`src/rtl/core/tti_pkg.sv`:
```
// Shared types, constants and the character-to-digit function for the text-to-integer parser.
`default_nettype none

package tti_pkg;

   localparam int unsigned CHAR_W   = 8;
   localparam int unsigned BASE_W   = 6;
   localparam int unsigned ACC_W    = 32;
   localparam int unsigned OFFSET_W = 12;
   localparam int unsigned MAC_W    = ACC_W + BASE_W;

   localparam logic [CHAR_W-1:0] CH_SPACE = 8'h20;
   localparam logic [CHAR_W-1:0] CH_TAB   = 8'h09;
   localparam logic [CHAR_W-1:0] CH_NL    = 8'h0A;
   localparam logic [CHAR_W-1:0] CH_PLUS  = 8'h2B;
   localparam logic [CHAR_W-1:0] CH_MINUS = 8'h2D;
   localparam logic [CHAR_W-1:0] CH_ZERO  = 8'h30;
   localparam logic [CHAR_W-1:0] CH_NINE  = 8'h39;
   localparam logic [CHAR_W-1:0] CH_UC_A  = 8'h41;
   localparam logic [CHAR_W-1:0] CH_UC_B  = 8'h42;
   localparam logic [CHAR_W-1:0] CH_UC_X  = 8'h58;
   localparam logic [CHAR_W-1:0] CH_UC_Z  = 8'h5A;
   localparam logic [CHAR_W-1:0] CH_LC_A  = 8'h61;
   localparam logic [CHAR_W-1:0] CH_LC_B  = 8'h62;
   localparam logic [CHAR_W-1:0] CH_LC_X  = 8'h78;
   localparam logic [CHAR_W-1:0] CH_LC_Z  = 8'h7A;

   localparam logic [CHAR_W-1:0] DIGIT_NONE = 8'hFF;
   localparam logic [CHAR_W-1:0] LETTER_OFS = 8'd10;

   localparam logic [BASE_W-1:0] BASE_AUTO = 6'd0;
   localparam logic [BASE_W-1:0] BASE_BIN  = 6'd2;
   localparam logic [BASE_W-1:0] BASE_OCT  = 6'd8;
   localparam logic [BASE_W-1:0] BASE_DEC  = 6'd10;
   localparam logic [BASE_W-1:0] BASE_HEX  = 6'd16;

   localparam logic [ACC_W-1:0] VAL_MAX = 32'h7FFF_FFFF;
   localparam logic [ACC_W-1:0] VAL_MIN = 32'h8000_0000;

   typedef enum logic [2:0] {
      PH_WS     = 3'd0,
      PH_SIGNED = 3'd1,
      PH_ZERO   = 3'd2,
      PH_DIGITS = 3'd3,
      PH_DONE   = 3'd4
   } tti_phase_type;

   typedef struct packed {
      logic [CHAR_W-1:0] ch;
      logic              last;
   } tti_req_type;

   typedef struct packed {
      logic signed [ACC_W-1:0] value;
      logic                    overflow;
      logic                    any_digits;
      logic [OFFSET_W-1:0]     end_offset;
   } tti_rsp_type;

   typedef struct packed {
      tti_phase_type       phase;
      logic                negative;
      logic [BASE_W-1:0]   active_base;
      logic [ACC_W-1:0]    accumulator;
      logic                saw_digit;
      logic                overflowed;
      logic [OFFSET_W-1:0] position;
   } tti_state_type;

   localparam tti_state_type STATE_RESET = '{
      phase:       PH_WS,
      negative:    1'b0,
      active_base: '0,
      accumulator: '0,
      saw_digit:   1'b0,
      overflowed:  1'b0,
      position:    '0
   };

   // 0-9, A-Z and a-z map to 0..35; anything else is not a digit
   function automatic logic [CHAR_W-1:0] tti_digit_value(input logic [CHAR_W-1:0] c);
      logic [CHAR_W-1:0] d;
      d = DIGIT_NONE;
      if (c >= CH_ZERO && c <= CH_NINE) begin
         d = c - CH_ZERO;
      end else if (c >= CH_UC_A && c <= CH_UC_Z) begin
         d = c - CH_UC_A + LETTER_OFS;
      end else if (c >= CH_LC_A && c <= CH_LC_Z) begin
         d = c - CH_LC_A + LETTER_OFS;
      end
      return d;
   endfunction

endpackage

`default_nettype wire

```
`src/rtl/core/tti_step.sv`:
```
// Per-character parse step: next parse state, result strobe and result fields.
`default_nettype none

module tti_step #(
   parameter int unsigned MAX_OFFSET = 4095
) (
   input  tti_pkg::tti_state_type state_cur,
   input  logic [5:0]             base_mode,
   input  tti_pkg::tti_req_type   item,
   output tti_pkg::tti_state_type state_nxt,
   output logic                   emit,
   output tti_pkg::tti_rsp_type   result
);
   import tti_pkg::*;

   localparam int unsigned LimInt = (MAX_OFFSET > 4095) ? 4095 : MAX_OFFSET;
   localparam logic [OFFSET_W-1:0] OffsetLim = OFFSET_W'(LimInt);

   logic [CHAR_W-1:0]   dval;
   logic [BASE_W-1:0]   dbase;
   logic [BASE_W-1:0]   auto_oct;
   logic [BASE_W-1:0]   auto_dec;
   logic [MAC_W-1:0]    mac;
   logic [MAC_W-1:0]    limit;
   logic [OFFSET_W-1:0] pos_inc;
   logic                digit_ok;
   logic                bm_auto;
   logic                bm_hex;
   logic                bm_bin;
   logic                is_space;
   logic                is_x;
   logic                is_b;
   logic                first_chr;
   logic                do_digit;
   logic                off_adv;
   tti_state_type       ns;

   assign bm_auto  = base_mode == BASE_AUTO;
   assign bm_hex   = base_mode == BASE_HEX;
   assign bm_bin   = base_mode == BASE_BIN;
   assign auto_oct = bm_auto ? BASE_OCT : base_mode;
   assign auto_dec = bm_auto ? BASE_DEC : base_mode;

   assign is_space = item.ch == CH_SPACE || item.ch == CH_TAB || item.ch == CH_NL;
   assign is_x     = item.ch == CH_LC_X || item.ch == CH_UC_X;
   assign is_b     = item.ch == CH_LC_B || item.ch == CH_UC_B;

   assign dval = tti_digit_value(item.ch);

   always_comb begin
      case (state_cur.phase)
         PH_DIGITS: dbase = state_cur.active_base;
         PH_ZERO:   dbase = auto_oct;
         default:   dbase = auto_dec;
      endcase
   end

   assign digit_ok = dval < {2'b00, dbase};
   assign mac      = MAC_W'(state_cur.accumulator) * MAC_W'(dbase) + MAC_W'(dval);
   assign limit    = state_cur.negative ? MAC_W'(VAL_MIN) : MAC_W'(VAL_MAX);
   assign pos_inc  = (state_cur.position < OffsetLim) ? state_cur.position + 1'b1
                                                      : state_cur.position;

   always_comb begin
      ns          = state_cur;
      ns.position = pos_inc;
      emit        = 1'b0;
      off_adv     = 1'b0;
      first_chr   = 1'b0;
      do_digit    = 1'b0;

      unique case (state_cur.phase)
         PH_WS: begin
            if (is_space) begin
               emit = item.last;
            end else if (item.ch == CH_MINUS || item.ch == CH_PLUS) begin
               ns.negative = item.ch == CH_MINUS;
               ns.phase    = PH_SIGNED;
               emit        = item.last;
            end else begin
               first_chr = 1'b1;
            end
         end
         PH_SIGNED: first_chr = 1'b1;
         PH_ZERO: begin
            if (is_x && (bm_auto || bm_hex)) begin
               ns.active_base = BASE_HEX;
               ns.phase       = PH_DIGITS;
               emit           = item.last;
            end else if (is_b && (bm_auto || bm_bin)) begin
               ns.active_base = BASE_BIN;
               ns.phase       = PH_DIGITS;
               emit           = item.last;
            end else begin
               // the leading zero counts as a digit
               ns.active_base = auto_oct;
               ns.saw_digit   = 1'b1;
               ns.accumulator = '0;
               ns.phase       = PH_DIGITS;
               do_digit       = 1'b1;
            end
         end
         PH_DIGITS: do_digit = 1'b1;
         PH_DONE:   ;
         default:   ;
      endcase

      if (first_chr) begin
         if (item.ch == CH_ZERO && (bm_auto || bm_hex || bm_bin)) begin
            ns.phase = PH_ZERO;
            if (item.last) begin
               ns.active_base = auto_oct;
               ns.saw_digit   = 1'b1;
               ns.accumulator = '0;
               emit           = 1'b1;
               off_adv        = 1'b1;
            end
         end else begin
            ns.active_base = auto_dec;
            ns.phase       = PH_DIGITS;
            do_digit       = 1'b1;
         end
      end

      if (do_digit) begin
         if (!digit_ok) begin
            emit = 1'b1;
         end else begin
            if (ns.overflowed || mac > limit) begin
               ns.overflowed = 1'b1;
            end else begin
               ns.accumulator = mac[ACC_W-1:0];
            end
            ns.saw_digit = 1'b1;
            if (item.last) begin
               emit    = 1'b1;
               off_adv = 1'b1;
            end
         end
      end

      if (emit) begin
         ns.phase = PH_DONE;
      end

      if (ns.overflowed) begin
         result.value = $signed(ns.negative ? VAL_MIN : VAL_MAX);
      end else begin
         result.value = $signed(ns.negative ? (ACC_W'(0) - ns.accumulator) : ns.accumulator);
      end
      result.overflow   = ns.overflowed;
      result.any_digits = ns.saw_digit;
      result.end_offset = !ns.saw_digit ? '0 : (off_adv ? pos_inc : state_cur.position);

      // end of string: parse state back to reset, base register untouched
      state_nxt = item.last ? STATE_RESET : ns;
   end

endmodule

`default_nettype wire

```
`src/rtl/core/text_to_integer_parser.sv`:
```
// Top level of the streaming text-to-integer parser.
//
// Characters arrive on the req_ channel, one per transaction, with last
// marking the final character of a string. Each string gives exactly one
// transaction on the rsp_ channel: the signed value (saturated on
// overflow), the overflow flag, whether any digit was taken and the end
// offset. The result leaves on the character that ends the parse; later
// characters up to last are consumed silently.
// csr_write_enable/csr_write_data set the base (0 = automatic); write it
// only while no string is in flight.
// A character accepted into the input register feeds the step logic, whose
// result is registered in the result register. Throughput: one character
// per cycle unless rsp_stall holds a waiting result, set by the single
// multiply-add on the accumulator between the input and result registers.
// Reset clears the parse state, the base and both registers' valid flags.
// When rsp_stall holds a waiting result, the result register keeps its
// transaction and the input register keeps its character; req_stall is
// high only while the input register is full and held, so an empty one takes one more.
`default_nettype none

module text_to_integer_parser #(
   parameter int unsigned MAX_OFFSET = 4095
) (
   input  logic                 clock,
   input  logic                 reset,
   input  logic                 req_valid,
   output logic                 req_stall,
   input  tti_pkg::tti_req_type req_data,
   output logic                 rsp_valid,
   input  logic                 rsp_stall,
   output tti_pkg::tti_rsp_type rsp_data,
   input  logic                 csr_write_enable,
   input  logic [5:0]           csr_write_data
);
   import tti_pkg::*;

   logic              in_valid_ff;
   logic              in_valid_in;
   tti_req_type       in_data_ff;
   tti_req_type       in_data_in;
   tti_state_type     state_ff;
   tti_state_type     state_in;
   logic [BASE_W-1:0] base_mode_ff;
   logic [BASE_W-1:0] base_mode_in;
   logic              rsp_valid_ff;
   logic              rsp_valid_in;
   tti_rsp_type       rsp_data_ff;
   tti_rsp_type       rsp_data_in;

   tti_state_type     step_state;
   tti_rsp_type       step_result;
   logic              step_emit;
   logic              advance;
   logic              req_take;

   tti_step #(
      .MAX_OFFSET(MAX_OFFSET)
   ) u_step (
      .state_cur(state_ff),
      .base_mode(base_mode_ff),
      .item     (in_data_ff),
      .state_nxt(step_state),
      .emit     (step_emit),
      .result   (step_result)
   );

   assign advance   = in_valid_ff && (!rsp_valid_ff || !rsp_stall);
   assign req_stall = in_valid_ff && !advance;
   assign req_take  = req_valid && !req_stall;

   always_comb begin
      in_valid_in  = in_valid_ff;
      in_data_in   = in_data_ff;
      state_in     = state_ff;
      base_mode_in = base_mode_ff;
      rsp_valid_in = rsp_valid_ff;
      rsp_data_in  = rsp_data_ff;

      if (csr_write_enable) begin
         base_mode_in = csr_write_data;
      end

      if (req_take) begin
         in_valid_in = 1'b1;
         in_data_in  = req_data;
      end else if (advance) begin
         in_valid_in = 1'b0;
      end

      if (rsp_valid_ff && !rsp_stall) begin
         rsp_valid_in = 1'b0;
      end

      if (advance) begin
         state_in = step_state;
         if (step_emit) begin
            rsp_valid_in = 1'b1;
            rsp_data_in  = step_result;
         end
      end
   end

   always_ff @(posedge clock) begin
      if (reset) begin
         in_valid_ff  <= 1'b0;
         state_ff     <= STATE_RESET;
         base_mode_ff <= BASE_AUTO;
         rsp_valid_ff <= 1'b0;
      end else begin
         in_valid_ff  <= in_valid_in;
         state_ff     <= state_in;
         base_mode_ff <= base_mode_in;
         rsp_valid_ff <= rsp_valid_in;
      end
      in_data_ff  <= in_data_in;
      rsp_data_ff <= rsp_data_in;
   end

   assign rsp_valid = rsp_valid_ff;
   assign rsp_data  = rsp_data_ff;

   // no digits means an all-zero result
   a_no_digits_zero: assert property (@(posedge clock) disable iff (reset)
      rsp_valid_ff && !rsp_data_ff.any_digits |->
         rsp_data_ff.value == 0 && !rsp_data_ff.overflow && rsp_data_ff.end_offset == '0)
      else $error("result without digits is not zero");

   // saturated value on overflow
   a_overflow_sat: assert property (@(posedge clock) disable iff (reset)
      rsp_valid_ff && rsp_data_ff.overflow |->
         rsp_data_ff.value == $signed(VAL_MAX) || rsp_data_ff.value == $signed(VAL_MIN))
      else $error("overflowed result not saturated");

   // the last character of a string returns the parser to its start
   a_last_clears: assert property (@(posedge clock) disable iff (reset)
      advance && in_data_ff.last |=> state_ff == STATE_RESET)
      else $error("parse state not cleared after last character");

   // at most one result per string
   a_done_silent: assert property (@(posedge clock) disable iff (reset)
      advance && state_ff.phase == PH_DONE |-> !step_emit)
      else $error("second result for one string");

   // a result transaction needs a processed character
   a_rsp_source: assert property (@(posedge clock) disable iff (reset)
      $rose(rsp_valid_ff) |-> $past(advance) && $past(step_emit))
      else $error("result raised without a processed character");

endmodule

`default_nettype wire
```
`config.mk`:
```
export PLATFORM = sky130hd
export DESIGN_NAME = text_to_integer_parser
export DESIGN_NICKNAME = d
export VERILOG_FILES = /design/src/rtl/core/tti_pkg.sv /design/src/rtl/core/tti_step.sv /design/src/rtl/core/text_to_integer_parser.sv
export SDC_FILE = /design/constraint.sdc
export NUM_CORES = 1
export LEC_CHECK = 0
export BUFFER_PORTS_ARGS = -buffer_cell sky130_fd_sc_hd__buf_4
export CELL_PAD_IN_SITES_DETAIL_PLACEMENT = 1
export CELL_PAD_IN_SITES_GLOBAL_PLACEMENT = 1
export CORE_MARGIN = 2
export CORE_UTILIZATION = 45
export DETAILED_ROUTE_END_ITERATION = 8
export PLACE_DENSITY = 0.79
export SLEW_MARGIN = 25
export SYNTH_ARGS = -nofsm -noshare
export SYNTH_HDL_FRONTEND = slang
export SYNTH_HIERARCHICAL = 1
export SYNTH_SLANG_ARGS = --single-unit
```
`constraint.sdc`:
```
create_clock -name clock -period 29.7 [get_ports clock]
set_clock_uncertainty 0.15 [all_clocks]
set_input_delay 5.94 -clock clock [delete_from_list [all_inputs] [get_ports clock]]
set_output_delay 5.94 -clock clock [all_outputs]
set_load 0.05 [all_outputs]
```
==> results.cfg, run 1 <==
[detailed_routing]
route.detailed.drc = 0
drt-pass1-iter-count = 5
final_antenna_net_count = 0
wl_per_cell_microns = 21.28
vias_per_cell = 5.990
vias = 14560
drtIter0Drc = 775
routed_wl_mm = 51.74

[yosys]
yosysSeqAreaShare = 0.1806
ys_types = 82
synth-warning-count = 6
synth.net_count = 2248
postSynth.asyncResetShare = 0
ys_ff_latch = 119
synth_area_per_cell_sq_um = 8.229
syn_area_sq_um = 16240
synthCells = 1974
ys.flop_type = dfxtp_1
synth_edf_count = 55

[floorplanning]
rows = 69
dieHeight_microns = 194.0
boundaryPins = 68
dieArea_sq_um = 37630
die_x_microns = 194.0
core_region_area_sq_um = 35570
initial_core_util = 0.4567

[setup_path]
cpPeakStageDelay_ns = 0.19
start_kind = input port
crit_buf_inv = 3
worst_setup_path_end_kind = primary output
critPathRequiredTime_ns = 23.61
crit_top_cell = buf_4
path_cells = buf_4 > nand3_1 > inv_1 > buf_4
rr_worst_depth = 37
rr_startpoint = base_mode_ff[2]
crit_family = buffers and inverters
slowest_stage = buf_4
worstPathArrival_ns = 6.44
timing.rr.end = rsp_data[42]
r2r_setup_slack_ns = 17.48
cp_max_fo = 4
critical_path_class = in2out

[finish]
area_growth_pct = 7.626
layout_common_cells = nand2_1, inv_1, and2_1
drive_above_1_share = 0.07563
fin_nets = 2231
final_common_cell = nand2_1
antenna_cells = 0
design_area_sq_um = 17480

[global_route]
overflow = 0
antenna_found_initial = 0
grt_max_degree = 121
grt_pass1_wl_mm = 84.42
grt_pass1_vias = 15540
grt_usage = 0.2767

[cts]
ctsHoldBuffers = 0
post-cts-setup-buffers = 0
cts_tree = yes
clkTransAtPathRegs_ns = 0.06
ctsHtreeMaxLevel = 4
root_buffer = clkbuf_16
clk_latency_ns = 0.42
clock_path_buffers = 2
cts-buffers-inserted = 17
cts-resized-gates = 0
clock-sinks = 119

[sta]
rsz0062_at_grt = false
worst_slew_pin_slew_ns = 1.081
max_freq_mhz = 79.79
finalSetupTns_ns = 0
finalHoldViolCount = 0
layout_min_cycle_time_ns = 12.53
timing.final.crit_share = 0.4220
setup_viol = 0
slew_headroom = 0.2792
drv_slew = 0

[status]
status = finished, final reports clean

[hold_path]
hp-class = reg2reg
holdPathEnd = state_ff[50]
min_from = state_ff[50]
holdPathStages = 2

[place]
port_buffers = 67
dp.final_hpwl_mm = 38.93
gp_congestion = 0.9058
place_area_sq_um = 16910

[job]
drv_cap = 0

[power]
ir_drop_uv = 48.57
power-per-cell-area_nw_per_um2 = 26.11
p_leak_nw = 7.888
[metrics by stage]
stage	power [mW]	std cells	util	hold slack (ns)	setup WS, ns
2_1_floorplan	0.2434	1974	-	0.2975	17.24
6_report	0.4565	2431	0.4915	0.3340	17.17
4_1_cts	0.4570	2430	0.4906	0.3339	17.16
3_5_place_dp	0.2687	2398	0.4754	0.3238	17.16
3_3_place_gp	0.2652	2398	0.4754	0.3097	17.16
5_1_grt	0.4736	2431	0.4915	0.3536	16.82
[tightest hold or removal path, cell delays in order, from the launching register on]
cell and delay [ns]:
dfxtp_1 0.31, nand2b_1 0.06, mux2i_1 0.06
[registers in the layout (all words and copies together), names as in the netlist]
register	flops
rsp_valid	1
base_mode_ff	6
in_valid_ff	1
state_ff	56
in_data_ff	9
rsp_data	46
[report_power, final]
part	total [mW]	leakage, nW	switching, mW	internal [mW]
registers	0.181	1.07	0.00490	0.177
clock network	0.189	0.243	0.0802	0.109
logic	0.0861	6.58	0.0581	0.0280
[cell usage after synthesis (all sizes together), types with 33 or more instances]
cell type	number	share of area
mux2i	111	0.069
fa	126	0.16
a21oi	126	0.039
dfxtp	64	0.079
ha	128	0.099
and2	137	0.053
nand3	33	0.010
nor2	121	0.028
nand2b	126	0.049
inv	163	0.038
nand2	223	0.052
edfxtp	55	0.10
o21ai	85	0.026
clkbuf	87	0.020
[final cells by class]
class / count / area (sq um)
multi-input combinational: 1577 / 12210
clock inverter: 14 / 101.3
timing repair buffer: 79 / 613.1
sequential: 119 / 2933
clock buffer: 18 / 439.2
fill: 4260 / 18090
inverter: 163 / 611.8
tap: 461 / 576.8
[how the worst max path moves through the flow]
stage	start	to	depth (start not counted)
6_report	rsp_stall	req_stall	4
5_1_grt	state_ff[54]	rsp_data[42]	37
4_1_cts	rsp_stall	req_stall	4
3_5_place_dp	rsp_stall	req_stall	4
3_3_place_gp	rsp_stall	req_stall	4
2_1_floorplan	rsp_stall	req_stall	2
[per-layer routing]
layer  wire (microns)  GRT usage  up-vias
met5                0          0        -
li1                 -          -     6718
met1            21150     0.3300     7340
met2            26610     0.5036      382
met3             1846    0.03183      121
met4             2133     0.1134        0
[kinds of logic after synthesis]
logic type	after synthesis	share of synthesized area
compound gates	371	0.1447
xor+xnor	44	0.02373
mux	121	0.07557
simple gates	787	0.2503
fa+ha+maj	254	0.2539
buf+inv	278	0.07133
flops	119	0.1806
(Power assumes the default switching activity.)
==> inputs of run 2 (changes only) <==
- clock period: 29.7 -> 12.2 ns (I/O delays scaled with it)
==> run 2 against run 1 <==
  * Final cell count grew 0.25%
  * Via count is 0.36% higher
  * Sequential share of layout area down 0.11 points
  * Non-clock buffer count grew 5
  * Utilization up 0.33 points
  * Clock power grew to 2.8 times the previous value
  * Setup slack got worse by 16 ns
  * First-iteration DRC count rose by 9.8%
  * Critical path type is now reg2reg
  * Largest power group unchanged
  * Power rose to 2.6 times the previous value
  * Register-to-register slack got worse by 17 ns
  * Worst hold slack worse by 0.0012 ns
==> results.cfg, run 2 (synthesis gave the netlist of run 1 again) <==
[floorplanning]
initial_core_util = 0.4567
boundaryPins = 68
die_x_microns = 194.0
rows = 69
dieArea_sq_um = 37630
core_region_area_sq_um = 35570
dieHeight_microns = 194.0

[job]
drv_cap = 0

[detailed_routing]
route.detailed.drc = 0
vias_per_cell = 5.996
routed_wl_mm = 54.19
wl_per_cell_microns = 22.24
vias = 14610
drt-pass1-iter-count = 5
drtIter0Drc = 851
final_antenna_net_count = 0

[setup_path]
rr_startpoint = base_mode_ff[2]
worst_setup_path_end_kind = flip-flop
crit_buf_inv = 2
cpPeakStageDelay_ns = 0.63
critPathRequiredTime_ns = 12.31
critical_path_class = reg2reg
r2r_setup_slack_ns = 0.74
rr_worst_depth = 36
crit_family = simple AND/OR/NAND/NOR gates
slowest_stage = or4_1
timing.rr.end = rsp_data[44]
worstPathArrival_ns = 11.57
crit_top_cell = ha_1
cp_max_fo = 22
cp_num_cells = 36
start_kind = flip-flop

[sta]
setup_viol = 0
drv_slew = 0
finalHoldViolCount = 0
slew_headroom = 0.2863
worst_slew_pin_slew_ns = 1.071
max_freq_mhz = 87.25
finalSetupTns_ns = 0
holdWs_ns = 0.3328
timing.final.crit_share = 0.9395
layout_min_cycle_time_ns = 11.46

[cts]
clk_latency_ns = 0.43
root_buffer = clkbuf_16
clock_path_buffers = 2
ctsHtreeMaxLevel = 4
clkTransAtPathRegs_ns = 0.06
cts-buffers-inserted = 17
clock-sinks = 119
cts_tree = yes
post-cts-setup-buffers = 0

[place]
place_area_sq_um = 16950
port_buffers = 67
gp_congestion = 0.9435
dp.final_hpwl_mm = 40.73

[finish]
largest_reg_flops = 56
antenna_cells = 0
multi_input_area_sq_um = 12230
area_growth_pct = 8.342
regArea_sq_um = 2933
layout_common_cells = nand2_1, inv_1, and2_1
design_area_sq_um = 17600
n_fill_cell = 4293
regMostFlops = state_ff
drive_above_1_share = 0.07844
fin_nets = 2237
final_common_cell = nand2_1

[global_route]
grt_pass1_wl_mm = 86.20
grt_max_degree = 121
grt_pass1_vias = 15650
antenna_found_initial = 0
overflow = 0
grt_usage = 0.2860

[power]
p_leak_nw = 7.976
power-per-cell-area_nw_per_um2 = 67.12
ir_drop_uv = 163.9

[hold_path]
holdPathStages = 2
holdPathEnd = state_ff[13]
min_from = state_ff[13]
hp-class = reg2reg

[status]
status = finished, final reports clean
run 2: per-layer routing:
metal / up-vias / part of all wire / global-route usage
met4: 0 / 0.053 / 0.1484
met5: - / 0 / 0
met3: 149 / 0.045 / 0.03931
li1: 6745 / - / -
met1: 7264 / 0.40 / 0.3302
met2: 455 / 0.51 / 0.5143
run 2: timing repair:
action	in CTS	in global routing
gates resized for setup	0	4
endpoints found under the setup margin	0	5
hold buffers	0	0
run 2: worst max path at each step:
| stage | slack (ns) | start | end |
|---|---|---|---|
| CTS | 0.20 | state_ff[54] | rsp_data[44] |
| finish | 0.74 | base_mode_ff[2] | rsp_data[44] |
| floorplan | 2.09 | base_mode_ff[2] | rsp_data[38] |
| global route | -0.05 | base_mode_ff[2] | rsp_data[42] |
| global placement | 0.83 | state_ff[54] | rsp_data[44] |
| detailed placement | 0.32 | state_ff[54] | rsp_data[44] |
run 2: area by class of cell:
| class | count | area share |
|---|---|---|
| Multi-Input combinational cell | 1578 | 0.6950 |
| Sequential cell | 119 | 0.1667 |
| Inverter | 163 | 0.03477 |
| Timing Repair Buffer | 84 | 0.03583 |
| Clock buffer | 17 | 0.02417 |
| Tap cell | 461 | 0.03278 |
| Clock inverter | 15 | 0.01081 |
run 2: through the flow:
| stage | setup slack [ns] | std cells | power, mW | util |
|---|---|---|---|---|
| after global routing | -0.04954 | 2437 | 1.224 | 0.4948 |
| after detailed placement | 0.3186 | 2404 | 0.6552 | 0.4764 |
| after floorplan | 2.086 | 1974 | 0.5925 | - |
| final | 0.7385 | 2437 | 1.181 | 0.4948 |
| after CTS | 0.2034 | 2436 | 1.185 | 0.4937 |
| after global placement | 0.8311 | 2404 | 0.6476 | 0.4764 |
run 2: tightest hold or removal path, delay by kind of cell (launching register included):
kind | cells | cell delay [ns]
multiplexers | 1 | 0.06
AND/OR/NAND/NOR | 1 | 0.07
flip-flops | 1 | 0.31
run 2: where the power goes:
part / internal, mW / switching (mW)
sequential: 0.430 / 0.0124
clock: 0.326 / 0.203
combinational: 0.0671 / 0.143
total: 0.822 / 0.359
==> inputs of run 3 (changes only) <==
- CAP_MARGIN: default -> 20
- SLEW_MARGIN: 25 -> default
- clock period: 12.2 -> 11 ns (I/O delays scaled with it)
==> run 3 against run 2 <==
  * Die area is the same
  * Via count grew 0.92%
  * Routed wire length is essentially flat
  * Global-route usage shrank 0.055 points
==> results.cfg, run 3 (synthesis gave the netlist of run 1 again) <==
[floorplanning]
die_x_microns = 194.0
core_region_area_sq_um = 35570
boundaryPins = 68
rows = 69
initial_core_util = 0.4567
dieArea_sq_um = 37630
dieHeight_microns = 194.0

[detailed_routing]
wl_met3_mm = 2.045
final_antenna_net_count = 0
met1_length_mm = 21.47
vias = 14750
vias_per_cell = 5.997
top_layer = met4
drt-pass1-iter-count = 5
drtIter0Drc = 927
wl_met2_mm = 27.69
wl_per_cell_microns = 22.03
routed_wl_mm = 54.18
route.detailed.drc = 0

[global_route]
grt_pass1_vias = 15650
grt_max_degree = 121
overflow = 0
grt_pass1_wl_mm = 85.86
grt_usage = 0.2855
antenna_found_initial = 0

[finish]
design_area_sq_um = 17860
fin_nets = 2259
layout_common_cells = nand2_1, inv_1, and2_1
drive_above_1_share = 0.09860
antenna_cells = 0
area_growth_pct = 9.975
final_common_cell = nand2_1
regMostFlops = state_ff
final_util = 0.5022
largest_reg_flops = 56

[place]
place_area_sq_um = 17070
port_buffers = 67
gp_congestion = 0.9872
place_ws_ns = -0.08239
dp.final_hpwl_mm = 41.29

[cts]
cts_tree = yes
clock-sinks = 119
clk_latency_ns = 0.43
clkTransAtPathRegs_ns = 0.06
ctsHtreeMaxLevel = 4
clock_path_buffers = 2
cts-buffers-inserted = 17
ctsHoldBuffers = 0
root_buffer = clkbuf_16

[power]
p_clk_frac = 0.431
totalPowerFinal_mw = 1.282
ir_drop_uv = 116.1
sequentialPowerShare = 0.382
p_sw_frac = 0.3025
combPwrFrac = 0.187
p_switching_mw = 0.3879
internal-power_mw = 0.8944
power-per-cell-area_nw_per_um2 = 71.78
p_leak_nw = 8.109

[sta]
layout_min_cycle_time_ns = 10.54
worst_slew_pin_slew_ns = 1.055
drv_slew = 0
max_freq_mhz = 94.91
finalHoldViolCount = 0
timing.final.crit_share = 0.9579
setup_ws_ns = 0.4634
slew_headroom = 0.2965
setup_viol = 0
holdWs_ns = 0.3405

[setup_path]
slowest_stage = or4_1
critical_path_class = reg2reg
start_kind = flip-flop
cp_max_fo = 12
cpPeakStageDelay_ns = 0.61
critPathRequiredTime_ns = 11.11
worstPathArrival_ns = 10.64
worst_setup_path_end_kind = flip-flop

[job]
drv_cap = 0

[status]
status = finished, final reports clean

[hold_path]
hp-class = reg2reg
-- run 3: cell count changes in the layout (fill, tap and decap cells not counted), sizes merged --
cell / change
clkinvlp: +4
and4: -1
inv: -5
buf: +23
bufinv: -1
clkbuf: +2
-- run 3: metrics by stage --
step           TNS (ns)  std cells
4_1_cts               0       2452
3_5_place_dp   -0.08239       2420
6_report              0       2459
3_3_place_gp          0       2420
2_1_floorplan         0       1974
5_1_grt         -0.1267       2459
-- run 3: worst paths after layout --
path	from	to	slack (ns)	cells after the start
setup reg to reg	base_mode_ff[2]	rsp_data[44]	0.46	38
hold reg to reg	state_ff[50]	state_ff[50]	0.34	2
hold / removal	state_ff[50]	state_ff[50]	0.34	2
setup / recovery	base_mode_ff[2]	rsp_data[44]	0.46	38
-- run 3: metal layers --
metal | vias to the layer above | GRT usage
met5 | - | 0
met4 | 0 | 0.1540
met3 | 132 | 0.03061
met2 | 425 | 0.5113
met1 | 7418 | 0.3344
li1 | 6772 | -
-- run 3: critical path, delay by kind of cell (launching register included) --
| kind | cells | cell delay, ns |
|---|---|---|
| and+or+nand+nor | 17 | 4.24 |
| muxes | 2 | 0.53 |
| buffers and inverters | 5 | 0.56 |
| DFF | 1 | 0.34 |
| AOI/OAI and AO/OA | 6 | 1.25 |
| adders and majority gates | 7 | 2.91 |
| xor gates and xnor gates | 1 | 0.36 |
-- run 3: area by class of cell --
| type | count | area, sq um |
|---|---|---|
| fill | 4314 | 17710 |
| multi-input combinational | 1577 | 12340 |
| sequential | 119 | 2933 |
| timing repair buffer | 107 | 827.0 |
| inverter | 163 | 611.8 |
| tap | 461 | 576.8 |
| clock buffer | 19 | 442.9 |
| clock inverter | 13 | 130.1 |
-- run 3: timing repair --
action / 4_1_cts / 5_1_grt
gates cloned: 0 / 0
pin swaps: 0 / 6
endpoints found under the hold margin: 0 / 0
buffers inserted: 0 / 7
gates resized for setup: 3 / 30
endpoints found under the setup margin: 3 / 24
-- run 3: power groups by stage --
stage / Combinational (mW) / Sequential [mW] / Clock (mW)
after floorplan: 0.137 / 0.520 / 0
after global placement: 0.220 / 0.498 / 0
after detailed placement: 0.229 / 0.499 / 0
after CTS: 0.231 / 0.490 / 0.560
after global routing: 0.256 / 0.492 / 0.580
final: 0.240 / 0.490 / 0.552
